$ cat src/hdl/sva_pkg.sv
`timescale 1ns / 1ps
package sva_pkg;

   localparam int TABLE_DEPTH = 64;
   localparam int INDEX_WIDTH = 16;
   localparam int ADDR_W      = $clog2(TABLE_DEPTH);
   localparam int CNT_W       = $clog2(TABLE_DEPTH + 1);
   localparam int KEY_W       = 64;
   localparam int VAL_W       = 32;
   localparam int ENTRY_W     = KEY_W + 2 * VAL_W;
   localparam logic [VAL_W-1:0] VAL_MAX      = '1;
   localparam logic [VAL_W-1:0] SCALE_RESET  = 32'h0001_0000;
   localparam logic [47:0]      ORDER_FLIP   = 48'h8000_8000_8000;
   localparam logic             CMD_ADD      = 1'b0;
   localparam logic             CMD_DRAIN    = 1'b1;

   typedef struct packed {
      logic load_item;
      logic idx_clear;
      logic idx_inc;
      logic idx_dec;
      logic idx_load_cnt;
      logic pos_load;
      logic rd_en;
      logic rd_prev;
      logic wr_acc;
      logic wr_shift;
      logic wr_new;
      logic cnt_inc;
      logic cnt_clear;
      logic mul_load;
      logic hold_load;
      logic hold_clear;
      logic out_hold;
      logic out_last;
      logic out_empty;
      logic out_ovf;
   } sva_cmd_type;

   typedef struct packed {
      logic match;
      logic greater;
      logic idx_last;
      logic prev_is_pos;
      logic cnt_zero;
      logic full;
      logic count_pos;
      logic hold_valid;
      logic out_free;
   } sva_status_type;

   typedef enum logic [10:0] {
      ST_IDLE = 11'b000_0000_0001,
      ST_SRD  = 11'b000_0000_0010,
      ST_SCMP = 11'b000_0000_0100,
      ST_SHRD = 11'b000_0000_1000,
      ST_SHWR = 11'b000_0001_0000,
      ST_INS  = 11'b000_0010_0000,
      ST_OVF  = 11'b000_0100_0000,
      ST_DRD  = 11'b000_1000_0000,
      ST_DCMP = 11'b001_0000_0000,
      ST_DMUL = 11'b010_0000_0000,
      ST_DFIN = 11'b100_0000_0000
   } sva_state_type;

   // sign-extend the low INDEX_WIDTH bits of a key component
   function automatic logic [15:0] norm_index(input logic [15:0] raw);
      logic signed [INDEX_WIDTH-1:0] low;
      low = raw[INDEX_WIDTH-1:0];
      return 16'(low);
   endfunction

   function automatic logic [VAL_W-1:0] sat_add(input logic [VAL_W-1:0] a,
                                                input logic [VAL_W-1:0] b);
      logic [VAL_W:0] s;
      s = {1'b0, a} + {1'b0, b};
      return s[VAL_W] ? VAL_MAX : s[VAL_W-1:0];
   endfunction

   function automatic logic [VAL_W-1:0] sat_scale(input logic [2*VAL_W-1:0] p);
      return (p[2*VAL_W-1:VAL_W+16] != '0) ? VAL_MAX : p[VAL_W+15:16];
   endfunction

endpackage

$ cat src/hdl/sva_ctrl.sv
`timescale 1ns / 1ps
module sva_ctrl (
   input  logic                    clock,
   input  logic                    reset,
   input  logic                    req_valid,
   input  logic                    req_cmd,
   output logic                    req_stall,
   input  sva_pkg::sva_status_type status,
   output sva_pkg::sva_cmd_type    cmd
);

   sva_pkg::sva_state_type state_ff, state_in;

   always_ff @(posedge clock) begin
      if (reset) begin
         state_ff <= sva_pkg::ST_IDLE;
      end else begin
         state_ff <= state_in;
      end
   end

   assign req_stall = (state_ff != sva_pkg::ST_IDLE);

   always_comb begin
      state_in = state_ff;
      cmd      = '0;
      case (state_ff)
         sva_pkg::ST_IDLE: begin
            if (req_valid) begin
               cmd.load_item = 1'b1;
               cmd.idx_clear = 1'b1;
               if (req_cmd == sva_pkg::CMD_DRAIN) begin
                  state_in = status.cnt_zero ? sva_pkg::ST_DFIN : sva_pkg::ST_DRD;
               end else begin
                  state_in = status.cnt_zero ? sva_pkg::ST_INS : sva_pkg::ST_SRD;
               end
            end
         end
         sva_pkg::ST_SRD: begin
            cmd.rd_en = 1'b1;
            state_in  = sva_pkg::ST_SCMP;
         end
         sva_pkg::ST_SCMP: begin
            if (status.match) begin
               cmd.wr_acc = 1'b1;
               state_in   = sva_pkg::ST_IDLE;
            end else if (status.greater || status.idx_last) begin
               if (status.full) begin
                  state_in = sva_pkg::ST_OVF;
               end else begin
                  cmd.pos_load     = 1'b1;
                  cmd.idx_load_cnt = 1'b1;
                  state_in = status.greater ? sva_pkg::ST_SHRD : sva_pkg::ST_INS;
               end
            end else begin
               cmd.idx_inc = 1'b1;
               state_in    = sva_pkg::ST_SRD;
            end
         end
         sva_pkg::ST_SHRD: begin
            cmd.rd_en   = 1'b1;
            cmd.rd_prev = 1'b1;
            state_in    = sva_pkg::ST_SHWR;
         end
         sva_pkg::ST_SHWR: begin
            cmd.wr_shift = 1'b1;
            cmd.idx_dec  = 1'b1;
            state_in     = status.prev_is_pos ? sva_pkg::ST_INS : sva_pkg::ST_SHRD;
         end
         sva_pkg::ST_INS: begin
            cmd.wr_new  = 1'b1;
            cmd.cnt_inc = 1'b1;
            state_in    = sva_pkg::ST_IDLE;
         end
         sva_pkg::ST_OVF: begin
            if (status.out_free) begin
               cmd.out_ovf = 1'b1;
               state_in    = sva_pkg::ST_IDLE;
            end
         end
         sva_pkg::ST_DRD: begin
            cmd.rd_en = 1'b1;
            state_in  = sva_pkg::ST_DCMP;
         end
         sva_pkg::ST_DCMP: begin
            if (status.count_pos) begin
               cmd.mul_load = 1'b1;
               state_in     = sva_pkg::ST_DMUL;
            end else if (status.idx_last) begin
               state_in = sva_pkg::ST_DFIN;
            end else begin
               cmd.idx_inc = 1'b1;
               state_in    = sva_pkg::ST_DRD;
            end
         end
         sva_pkg::ST_DMUL: begin
            if (!status.hold_valid || status.out_free) begin
               cmd.out_hold  = status.hold_valid;
               cmd.hold_load = 1'b1;
               if (status.idx_last) begin
                  state_in = sva_pkg::ST_DFIN;
               end else begin
                  cmd.idx_inc = 1'b1;
                  state_in    = sva_pkg::ST_DRD;
               end
            end
         end
         sva_pkg::ST_DFIN: begin
            if (status.out_free) begin
               cmd.out_hold   = status.hold_valid;
               cmd.out_last   = 1'b1;
               cmd.out_empty  = !status.hold_valid;
               cmd.hold_clear = 1'b1;
               cmd.cnt_clear  = 1'b1;
               state_in       = sva_pkg::ST_IDLE;
            end
         end
         default: begin
            state_in = sva_pkg::ST_IDLE;
         end
      endcase
   end

endmodule

$ cat config.mk
export PLATFORM = sky130hd
export DESIGN_NAME = sva_ctrl
export DESIGN_NICKNAME = d
export VERILOG_FILES = /design/src/hdl/sva_pkg.sv /design/src/hdl/sva_ctrl.sv
export SDC_FILE = /design/constraint.sdc
export NUM_CORES = 1
export LEC_CHECK = 0
export ABC_AREA = 1
export BUFFER_PORTS_ARGS = -buffer_cell sky130_fd_sc_hd__buf_2
export CORE_MARGIN = 5
export CORE_UTILIZATION = 55
export CTS_BUF_LIST = sky130_fd_sc_hd__clkbuf_8
export CTS_CLUSTER_SIZE = 12
export DETAILED_ROUTE_END_ITERATION = 12
export GPL_TIMING_DRIVEN = 0
export PLACE_DENSITY_LB_ADDON = 0.25
export SLEW_MARGIN = 10
export SYNTH_ARGS = -nofsm -noshare
export SYNTH_HDL_FRONTEND = slang
export SYNTH_SLANG_ARGS = --single-unit
export TNS_END_PERCENT = 1
$ cat constraint.sdc
create_clock -name clock -period 4.05 [get_ports clock]
set_clock_uncertainty 0.05 [all_clocks]
set_input_delay 0.405 -clock clock [delete_from_list [all_inputs] [get_ports clock]]
set_output_delay 0.405 -clock clock [all_outputs]
set_load 0.05 [all_outputs]
==> results of run 1 <==
==> cells in the final DEF, fill, tap and decap left out <==
master    count
a21oi_2       1
clkbuf_8      3
a21oi_1       3
inv_2         1
nor2_1       25
dfxtp_1      11
buf_1         1
and3_1        1
nor4_1        1
nand3_1       9
nor3_2        1
nor3_4        1
nand4_1       7
o21ai_0       1
nor3_1        6
nor2_2        3
o31ai_1       1
o21ai_1       1
nor2_8        1
nor2_4        3
a211oi_1      1
buf_2        32
o21ai_4       1
inv_1        32
a31oi_1       1
nand2_1      35
buf_4         6
nand2_4       3
nand2_2       3
nand3_2       3
==> logic make-up (layout without fill, tap and decap cells) <==
logic type | count (synthesis) | in the layout
AO/OA/AOI/OAI | 10 | 10
buffers and inverters | 39 | 75
AND/OR/NAND/NOR | 102 | 102
flip-flops | 11 | 11
==> layer usage <==
layer / track usage, % / wire length, um / up-vias
li1: - / - / 572
met1: 22.7 / 1000 / 517
met2: 37.0 / 1270 / 41
met3: 5.13 / 145 / 6
met4: 5.53 / 40 / 0
met5: 0 / 0 / -
==> worst max-delay path: stages (launching register included) <==
cell and delay (ns):
dfxtp_1 0.36, nor2_2 0.20, nand2_4 0.10, nor2_8 0.19, nand2_2 0.11, nor4_1 0.25, buf_4 0.16, buf_2 0.25
==> area by class of cell <==
class | count | area, um2
inverter | 32 | 120
sequential | 11 | 220
multi-input combinational | 112 | 609
tap | 25 | 31.3
fill | 161 | 492
clock inverter | 1 | 3.75
timing repair buffer | 32 | 160
buffer | 7 | 48.8
clock buffer | 3 | 41.3
==> through the flow <==
step	total power [mW]	util [%]	setup WS, ns
6_report	0.545	71.5	1.73
3_5_place_dp	0.439	68.9	1.97
3_3_place_gp	0.435	68.9	2.03
5_1_grt	0.586	71.5	1.57
4_1_cts	0.548	71.5	1.71
2_1_floorplan	0.382	-	0.806
==> final timing paths <==
path / startpoint / endpoint / slack [ns]
max: state_ff[10]$_SDFFE_PP0P_ / cmd[15] / 1.73
min: status[7] / state_ff[3]$_SDFFE_PP0P_ / 0.41
max reg2reg: state_ff[10]$_SDFFE_PP0P_ / state_ff[0]$_SDFFE_PP1P_ / 2.40
min reg2reg: state_ff[6]$_SDFFE_PP0P_ / state_ff[6]$_SDFFE_PP0P_ / 0.51
==> report_power, final <==
| group | internal, mW | total [mW] | switching, mW |
|---|---|---|---|
| Combinational | 0.0925 | 0.310 | 0.218 |
| Sequential | 0.118 | 0.127 | 0.00891 |
| Clock | 0.0665 | 0.107 | 0.0405 |
| Total | 0.277 | 0.545 | 0.267 |
==> out/summary.md, run 1 <==
The flow ran to the end, and the final reports show no timing, DRC or antenna violations. Yosys attributes the largest share of cell area to dfxtp_1 (22%), nand2_1 (13%), inv_1 (12%). In the post-synthesis netlist, the cell with the most instances is nand2_1. Each instance of the synthesized netlist takes up on average 6.16 um2.

Setup repair after global routing left no endpoint under its margin. Cells with a size suffix above 1 make up 31.3% of the layout. The power density normalized to cell area was 441 nW/um2. From synthesis to final layout, the design area changed by 23.7%. The logs give 2 for the buffer levels on the longest clock path and 0 for the number of endpoints failing setup at the final stage. Count of vias placed by the detailed router: 1136. For the initial core utilization, the log shows 57.8%. In the synthesized netlist, the cells that appear most often are nand2_1 (35), inv_1 (31), nor2_1 (25). On the final layout, the worst hold slack is 0.415 ns.

The finished layout holds 223 standard cells, fillers aside. The core area was 1730 um2; the global routing usage summed across all routing layers was 20.2%. The clock net in this run drives a total of 11 sinks. The logs give 0.867 for the routability congestion estimate and 27 for the first-iteration detailed-routing DRC count. After detailed placement, the design holds a cell count of 219.

TritonCTS built the clock tree. In this run the cell area measured after placement is 1190 um2. The total grt overflow is 0. The proportion of synthesized area in mux cells works out to 0%.

The tool flagged a number of max-cap violations equal to 0. TritonCTS created 3 clock buffers. Share of synthesized flip-flops with an asynchronous set or reset: 0%.

Pin placement for this block handled 34 I/O pins. The number of antenna diodes in the final layout is 0. The number of gates resized after CTS was 0. The critical path is of the reg2out type. The die is 52.6 um wide. The run gives 1089 as the via count of the first global-routing pass. The headroom to the max-slew limit came out at 74.6%. During placement, the flow inserted port buffers numbering 32. The initial antenna violation count was 0; the post-synth net total was 175.

Element type at the critical path end: an output port. The post-CTS setup buffer count is 0, and the hold-critical path depth is 3. The average via count per standard cell was 5.09. The parity-gate share of the synthesized area counting xor and xnor cells came out at 0%. The cell type with the largest total area after synthesis is dfxtp_1. The worst-margin pin slew was 0.382 ns. The detail-routed net length per standard cell came out at 11.0 um.

The wire length of the first global-routing pass was 4290 um. For the number of failing hold endpoints at the final stage, the log shows 0. The number of flip-flops under the largest register name is 11. The clock transition at the register clock pins on the worst setup and hold paths after CTS works out to 0.05 ns. Register ranked first by flip-flop count: state_ff. The top fanout value on the critical path works out to 8.

In this run the worst hold path is classified as in2reg. The count of nets left with antenna violations once routing finished came out at 0. The tools report the half-perimeter wire length of the detailed placement result as 2100 um. The die covers 2770 um2. The logs give 0 for the remaining routing DRC violations and 162 for the synthesized netlist cell count. The first detailed-routing pass took 4 iterations. The depth of the worst register-to-register path was 11. The tools report the final total negative setup slack as 0 ns. The number of standard-cell rows in the floorplan was 15; the final non-filler cell area was 1230 um2.

The mapped netlist covers 998 um2. After detailed routing, the total wire length is 2450 um. The logs give 1 for the H-tree level count and 0.727 nW for the static power due to leakage. Cell chosen for the clock root: clkbuf_8. During synthesis, Yosys emitted a total of 0 warnings. The fraction of the mapped netlist area in compound gates is 7.14%. The area share of the leading cell type in the synthesized netlist came out at 22.1%. In the final layout, the registers with the most flip-flops are state_ff: 11 flops. The net count of the finished layout is 212. Summing the sequential cell areas from Yosys gives 22.1% of the chip area.

In this run, synthesis inferred 0 flip-flops with an integrated enable. VDD sags by at most 0.000308 V. The worst path arrival time was 1.86 ns.

Flip-flop and latch count after synthesis: 11. Dominant synthesized flop cell: dfxtp_1. The largest net degree at the start of global routing was 9. After Yosys synthesis, and, or, nand and nor cells account for 53.9% of the synthesized area.

For the worst endpoint required time, the log shows 3.60 ns. The worst setup path is launched from a flip-flop. Of the total synthesized cell area, the portion taken by full adders, half adders and majority gates is 0%. After synthesis, the largest family of logic cells by area is simple AND/OR/NAND/NOR gates. For this run, the top clock speed supported by timing is 431 MHz. The routed design could run at a clock period as short as 2.32 ns. For the count of pins over their slew limit, the log shows 0.

The number of hold buffers added after CTS was 0. The later-pin clock latency in the skew report is 0.24 ns. The share of the cycle needed by the critical path after routing was 57.3%. The distinct cell type count after synthesis was 28; the chip height was 52.6 um.
Note: power is estimated with default switching activity, not from simulation.
==> run 2: changes to the inputs <==
Settings changed: ABC_AREA 1 to 0, CORE_UTILIZATION 55 to 53.
Clock period 4.05 ns to 2.4 ns, I/O delays scaled along.
==> out/summary.md, run 2 <==
The tools report the kind of start point of the critical path as a flip-flop. Leaving out fill and tap cells, the most frequent cell in the layout is buf_2. The number of flip-flops under the largest register name works out to 11. Register ranked first by flip-flop count: state_ff. The floorplan step defined a die boundary enclosing 3110 um2. The worst register-to-register path has a depth of 6. Following the worst setup path forward leads to its endpoint at cmd[1]. The H-tree level count was 1; the count of vias placed by the detailed router was 1354.

For this design, the slowest cell found on the critical path is or4_4. Data on the critical path arrives at its endpoint at 2.08 ns. The commonest cells after synthesis are nor2_1 (22), dfxtp_1 (11), nand2_1 (8), nor3_1 (8). The floorplan has 16 rows. The count of pins over their slew limit is 0, and the area growth from synthesis to final layout is 35.8%. The flop-to-flop setup slack is 0.42 ns, and the timing-limited maximum frequency is 423 MHz. In the final layout, the registers with the most flip-flops are state_ff: 11 flops. The share of synthesized area in the top cell type comes to 19.8%. Detailed placement finished with a half-perimeter wire length of 2460 um.

The via count of the first global-routing pass is 1214. TritonCTS built the clock tree. Power spread over the standard cell area amounts to 849 nW/um2. During I/O placement, the number of pins put on the boundary was 34. At the pin with the least slew margin, the transition time is 0.527 ns. In this design, the stage delay of the slowest critical-path cell is 0.53 ns. The dominant delay contributor by cell family on the critical path is simple AND/OR/NAND/NOR gates. The worst register-to-register path ends at state_ff[7]$_SDFFE_PP0P_.

After synthesis, the netlist uses 52 different library cells. The biggest area contributor in the post-synthesis netlist is dfxtp_1. Port buffering added 33 buffers. The number of nets in the final layout is 207.

The clock transition at the register clock pins on the worst setup and hold paths after CTS is 0.05 ns. nor2_1 is the most common cell in the netlist. The logs give 0 for the number of failing hold endpoints at the final stage and 11 for the clock sink count.

The synthesized design contains 11 register bits. The share of cells above drive strength 1 came out at 39.9%. Synthesis handed over a netlist of 149 instances. For the final routed database, the setup TNS stands at 0 ns. Setup repair after global routing could not meet its margin everywhere. Dividing the final minimum period by the clock period gives 98.6%. After detailed routing, the number of remaining DRC violations is 0. The worst voltage drop across the vdd grid is 0.000756 V, and the number of max-cap violations is 0. Entering global routing, the biggest net connects 11 pins.

A synthesized cell averages 7.46 um2. The start of the worst register-to-register path was state_ff[8]$_SDFFE_PP0P_. Together, buffers and inverters on the worst path number 2. In the layout the commonest cells are buf_2 (28), nor2_1 (19), buf_4 (14), dfxtp_1 (11), inv_1 (8). The wire length of the first global-routing pass was 5590 um; the chip height was 55.8 um. The detail-routed net length per standard cell is 16.8 um. In this run the cell area measured after placement is 1320 um2. The buffer levels on the longest clock path was 2.

Along the worst path, the maximum fanout reaches 8. The type of the worst setup path is reg2out. Traced cell by cell, the critical path runs through buf_6, or4_4, nor3_4, nand3_2, nor3b_4, and2b_1, buf_6.

For this design the static power due to leakage is 0.670 nW. For the initial antenna violation count, the log shows 0. The die width is 55.8 um, and the fraction of the yosys area taken by sequential cells is 19.8%. By area the synthesized netlist is led by dfxtp_1 (20%), nor2_1 (7.4%), buf_4 (4.1%).

The worst hold path belongs to the class in2reg. The final antenna diode count came out at 0. The core area was 1980 um2. Fill cells in the final layout number 154.

Counting flops with an async set or reset pin after synthesis yields a share of 0%. The number of nets in the synthesized netlist is 162. The pre-antenna-repair detailed-routing pass consisted of 4 iterations. In the global route stage, overall resource usage came out at 22.0%. In the synthesized netlist the dominant register cell turns out to be dfxtp_1. The later-pin clock latency in the skew report was 0.24 ns; the pre-CTS worst setup slack was 0.128 ns. The final non-filler cell area is 1510 um2. STA puts the critical path data required time at 2.11 ns. Counting I/O delays and the setup requirement, the final critical path takes 2.37 ns. After synthesis the cells add up to 1110 um2. The number of endpoints failing setup at the final stage came out at 0.

The final worst-path setup slack is 0.0342 ns. In the routed layout, each cell is associated on average with a via count of 6.15. After detailed routing, the total wire length is 3690 um.

For the routability congestion estimate, the log shows 0.955. For this configuration, the core starts out at a cell density of 56.1%. Counting buffers and inverters, the worst setup path is 7 cells deep. The logs give 0 for the number of buffers inserted for hold repair after clock tree synthesis and 0 for the yosys synthesis warning count.

Measured against its own limit, the worst slew margin works out to 64.8%. The tools report the number of CTS-inserted buffers as 3. Summed over all layers, the global routing overflow is 0. The worst setup path startpoint is state_ff[0]$_SDFFE_PP1P_. Element type at the critical path end: an output port.

The flow ran to the end, and the final reports show no timing, DRC or antenna violations. The number of enable-type register cells in the synthesized netlist was 0; the count of antenna-violating nets left after detailed routing was 0. Hold is met by 0.190 ns.

The first-iteration detailed-routing DRC count came out at 72. The cell chosen for the clock root is clkbuf_8. The critical path's most frequent cell is buf_6.
## run 2: cell families (layout without fill, tap and decap cells)
family / Yosys count / in the layout / share of synthesized area [%]
adders and majority gates: 1 / 1 / 1.01
xor gates and xnor gates: 4 / 4 / 3.15
buffers and inverters: 22 / 66 / 11.4
AOI/OAI and AO/OA: 26 / 26 / 16.3
and+or+nand+nor: 85 / 85 / 48.3
DFF: 11 / 11 / 19.8
## run 2: timing repair
action,in CTS,in global routing
setup buffers,1,6
pin swaps,5,6
endpoints found under the setup margin,10,15
resized for setup,9,17
## run 2: how the worst min path moves through the flow
stage / startpoint / endpoint / cells after the start
2_1_floorplan: reset / state_ff[6]$_SDFFE_PP0P_ / 1
3_3_place_gp: reset / state_ff[6]$_SDFFE_PP0P_ / 2
3_5_place_dp: reset / state_ff[6]$_SDFFE_PP0P_ / 2
4_1_cts: reset / state_ff[6]$_SDFFE_PP0P_ / 2
5_1_grt: reset / state_ff[6]$_SDFFE_PP0P_ / 2
6_report: reset / state_ff[6]$_SDFFE_PP0P_ / 2
## run 2: routing by layer
layer	global-route usage [%]	share of wire, %	wire length, um	vias to the layer above
met5	0	0	0	-
met4	10.1	2.4	88	0
met3	5.10	8.7	320	15
met2	37.0	51	1870	97
met1	26.3	38	1420	613
li1	-	-	-	629
## run 2: per-stage QoR
step,utilization [%],total power [mW],std cells
finish,76.1,1.28,220
global route,76.1,1.34,220
CTS,71.0,1.20,214
detailed placement,66.8,0.967,209
global placement,66.8,0.950,209
floorplan,-,0.818,149
## run 2: cell type report
cell class | instances | area (um2) | share of cell area (%)
multi-input cells | 116 | 823 | 54.6
repair buffers | 40 | 253 | 16.7
flip-flops and latches | 11 | 220 | 14.6
plain buffers | 15 | 108 | 7.13
clock buffers | 3 | 41.3 | 2.74
well taps | 27 | 33.8 | 2.24
inverters | 7 | 26.3 | 1.74
clock inverters | 1 | 3.75 | 0.249
## run 2: report_power, final
group	internal, mW	leakage (nW)	switching, mW
registers	0.205	0.0892	0.00981
logic	0.304	0.554	0.571
clock network	0.113	0.0269	0.0791
==> run 3: changes to the inputs <==
==> constraint.sdc (replaced) <==
create_clock -name clock -period 2.4 [get_ports clock]
set_clock_uncertainty 0.05 [all_clocks]
set_input_delay 0.12 -clock clock [delete_from_list [all_inputs] [get_ports clock]]
set_output_delay 0.12 -clock clock [all_outputs]
set_load 0.05 [all_outputs]
==> out/summary.md, run 3 (synthesis results as in run 2) <==
The initial core utilization was 56.1%. No sink is reached through more buffers than the 2 on the longest clock path. Data on the critical path arrives at its endpoint at 2.14 ns.

For the cell count after placement, the log shows 209. The die is 55.8 um wide. The worst path uses 96.2% of the clock period. The post-route netlist has 36.7% of its cells at a drive strength greater than 1. The chip height works out to 55.8 um. The cell chosen for the clock root was clkbuf_8.

The sequential cell area in the final layout is 220 um2, and the count of pins over their slew limit is 0. Entering global routing, the biggest net connects 11 pins. In this run the standard cell core region covers 1980 um2.

In the layout the commonest cells are buf_2 (34), nor2_1 (19), buf_4 (11), dfxtp_1 (11). The clock sink count was 11; the internal power was 578 uW. For the first-iteration detailed-routing DRC count, the log shows 85. The tools report the H-tree level count as 1. For the worst endpoint required time, the log shows 2.23 ns. The run gives 157 as the final-layout fill cell count.

The die covers 3110 um2. The run gives 0.46 ns as the flop-to-flop setup slack. The most critical setup path has its startpoint at state_ff[3]$_SDFFE_PP0P_.

Clock latency on the worst-skew pair, taken at its later pin, is 0.24 ns. The share of total power dissipated in the clock network is 15.6%. The area of the multi-input gates is 803 um2. The run gives 0.641 nW as the static power due to leakage. The worst voltage drop across the vdd grid is 0.000692 V, and the via count of the first global-routing pass is 1161.

The congestion estimate from routability-driven global placement came to 0.955. The detailed router placed 1271 vias in this run. The capture instance of the worst register-to-register path is state_ff[7]$_SDFFE_PP0P_. The switching part of the total works out to 51.9%.

In the final layout, the registers with the most flip-flops are state_ff: 11 flops. The register with the most flip-flops in the layout has 11 of them. Sequential cells burn 17.7% of the power. For this run, the post-layout net count is 202. The run gives 215 as the number of standard cells in the layout, taps in and fillers out. The first global-routing pass estimated 5380 um of wire. The power density normalized to cell area was 848 nW/um2; the worst-margin pin slew was 0.460 ns.

The count of nets left with antenna violations once routing finished came out at 0. Setup repair after global routing could not meet its margin everywhere. Detailed placement finished with a half-perimeter wire length of 2460 um.

Counting cells, the worst reg-to-reg path comes to 6. TritonCTS created 3 clock buffers. The headroom to the max-slew limit is 69.3%, and the number of optimization iterations in the first detailed-route pass is 4. The logic gate share of total power was 66.7%.

The top fanout value on the critical path came out at 10. The tools report the initial antenna violation count as 0. For this design the top-level I/O count stands at 34. In the final timing run, aggregate negative setup slack is 0 ns. The kind of start point of the critical path is a flip-flop. The run finished with clean final reports. For this run the aggregate overflow at the end of global routing stands at 0.

STA classifies the critical path endpoint as an output port. In this run the critical register-to-register path is launched from state_ff[8]$_SDFFE_PP0P_. The clock transition at the register clock pins on the worst setup and hold paths after CTS is 0.05 ns, and the average via count per standard cell is 5.91.

The design draws 1.20 mW. In this run the worst setup path terminates at cmd[1]. Wires add up to 3240 um. The register ranked first by flip-flop count is state_ff. In this run the tool buffered the top-level ports with 33 buffer cells.

The clock period could shrink to 2.31 ns. The area growth from synthesis to layout is 27.5%. The tools report the number of max-cap violations as 0. TritonCTS built the clock tree. The global routing usage summed across all routing layers came out at 21.0%. Leading cell type in the layout, fill and taps excluded: buf_2. Class of the most critical hold timing path: in2reg. The logs give 0.0754 ns for the tightest hold margin and 16 for the number of standard-cell rows in the floorplan.

The number of endpoints failing setup at the final stage is 0. The analysis attributes to net switching a power of 623 uW. The number of antenna diodes in the final layout is 0. The logs give 0 for the remaining routing DRC violations and 433 MHz for the timing-limited maximum frequency. For the number of failing hold endpoints at the final stage, the log shows 0.

Type of the worst setup path: reg2out. In the final routed layout, each cell accounts on average for 15.1 um.
-- run 3: changes by cell type in the layout (fill, tap and decap cells not counted), sizes merged --
cell / before / now
buf: 48 / 47
clkbuf: 10 / 6
-- run 3: power groups by stage --
stage	Sequential, mW	Clock, mW	Combinational [mW]
finish	0.212	0.188	0.802
global route	0.215	0.201	0.861
CTS	0.212	0.189	0.765
detailed placement	0.216	0	0.751
global placement	0.216	0	0.735
floorplan	0.215	0	0.603
-- run 3: how the worst min path moves through the flow --
stage / startpoint / endpoint / slack (ns) / cells past startpoint
floorplan: reset / state_ff[6]$_SDFFE_PP0P_ / 0.14 / 1
global placement: reset / state_ff[6]$_SDFFE_PP0P_ / 0.32 / 2
finish: reset / state_ff[6]$_SDFFE_PP0P_ / 0.08 / 2
global route: reset / state_ff[6]$_SDFFE_PP0P_ / 0.07 / 2
detailed placement: reset / state_ff[6]$_SDFFE_PP0P_ / 0.32 / 2
CTS: reset / state_ff[6]$_SDFFE_PP0P_ / 0.07 / 2
-- run 3: cell type report --
cell class	count	area share (%)
Multi-Input combinational cell	116	56.7
Sequential cell	11	15.5
Timing Repair Buffer	35	13.3
Buffer	15	7.07
Clock buffer	3	2.92
Tap cell	27	2.39
Inverter	7	1.86
Clock inverter	1	0.265
-- run 3: per-layer routing --
metal | track usage [%] | up-vias | wire (um)
met5 | 0 | - | 0
met4 | 6.60 | 0 | 51
met3 | 3.94 | 7 | 242
met2 | 36.1 | 63 | 1600
met1 | 26.2 | 586 | 1340
li1 | - | 615 | -
-- run 3: worst max-delay path, stage by stage (launching register included) --
cell     delay (ns)
dfxtp_1        0.30
buf_6          0.14
or4_4          0.56
nor3_4         0.19
nand3_2        0.13
nor3b_4        0.23
and2b_1        0.15
buf_4          0.19
-- run 3: per-stage QoR --
step	instance area (um2)	setup WS [ns]	util, %
6_report	1420	0.0916	71.5
5_1_grt	1420	-0.00336	71.5
4_1_cts	1380	0.0206	69.7
3_5_place_dp	1320	0.248	66.8
3_3_place_gp	1320	0.287	66.8
2_1_floorplan	1120	-0.0969	-
-- run 3: timing repair --
action                     in CTS  in global routing
setup endpoints to repair       4                 11
gates resized for setup         4                  4
buffers inserted                0                  2
pin swaps                       0                  2
hold buffers                    0                  0
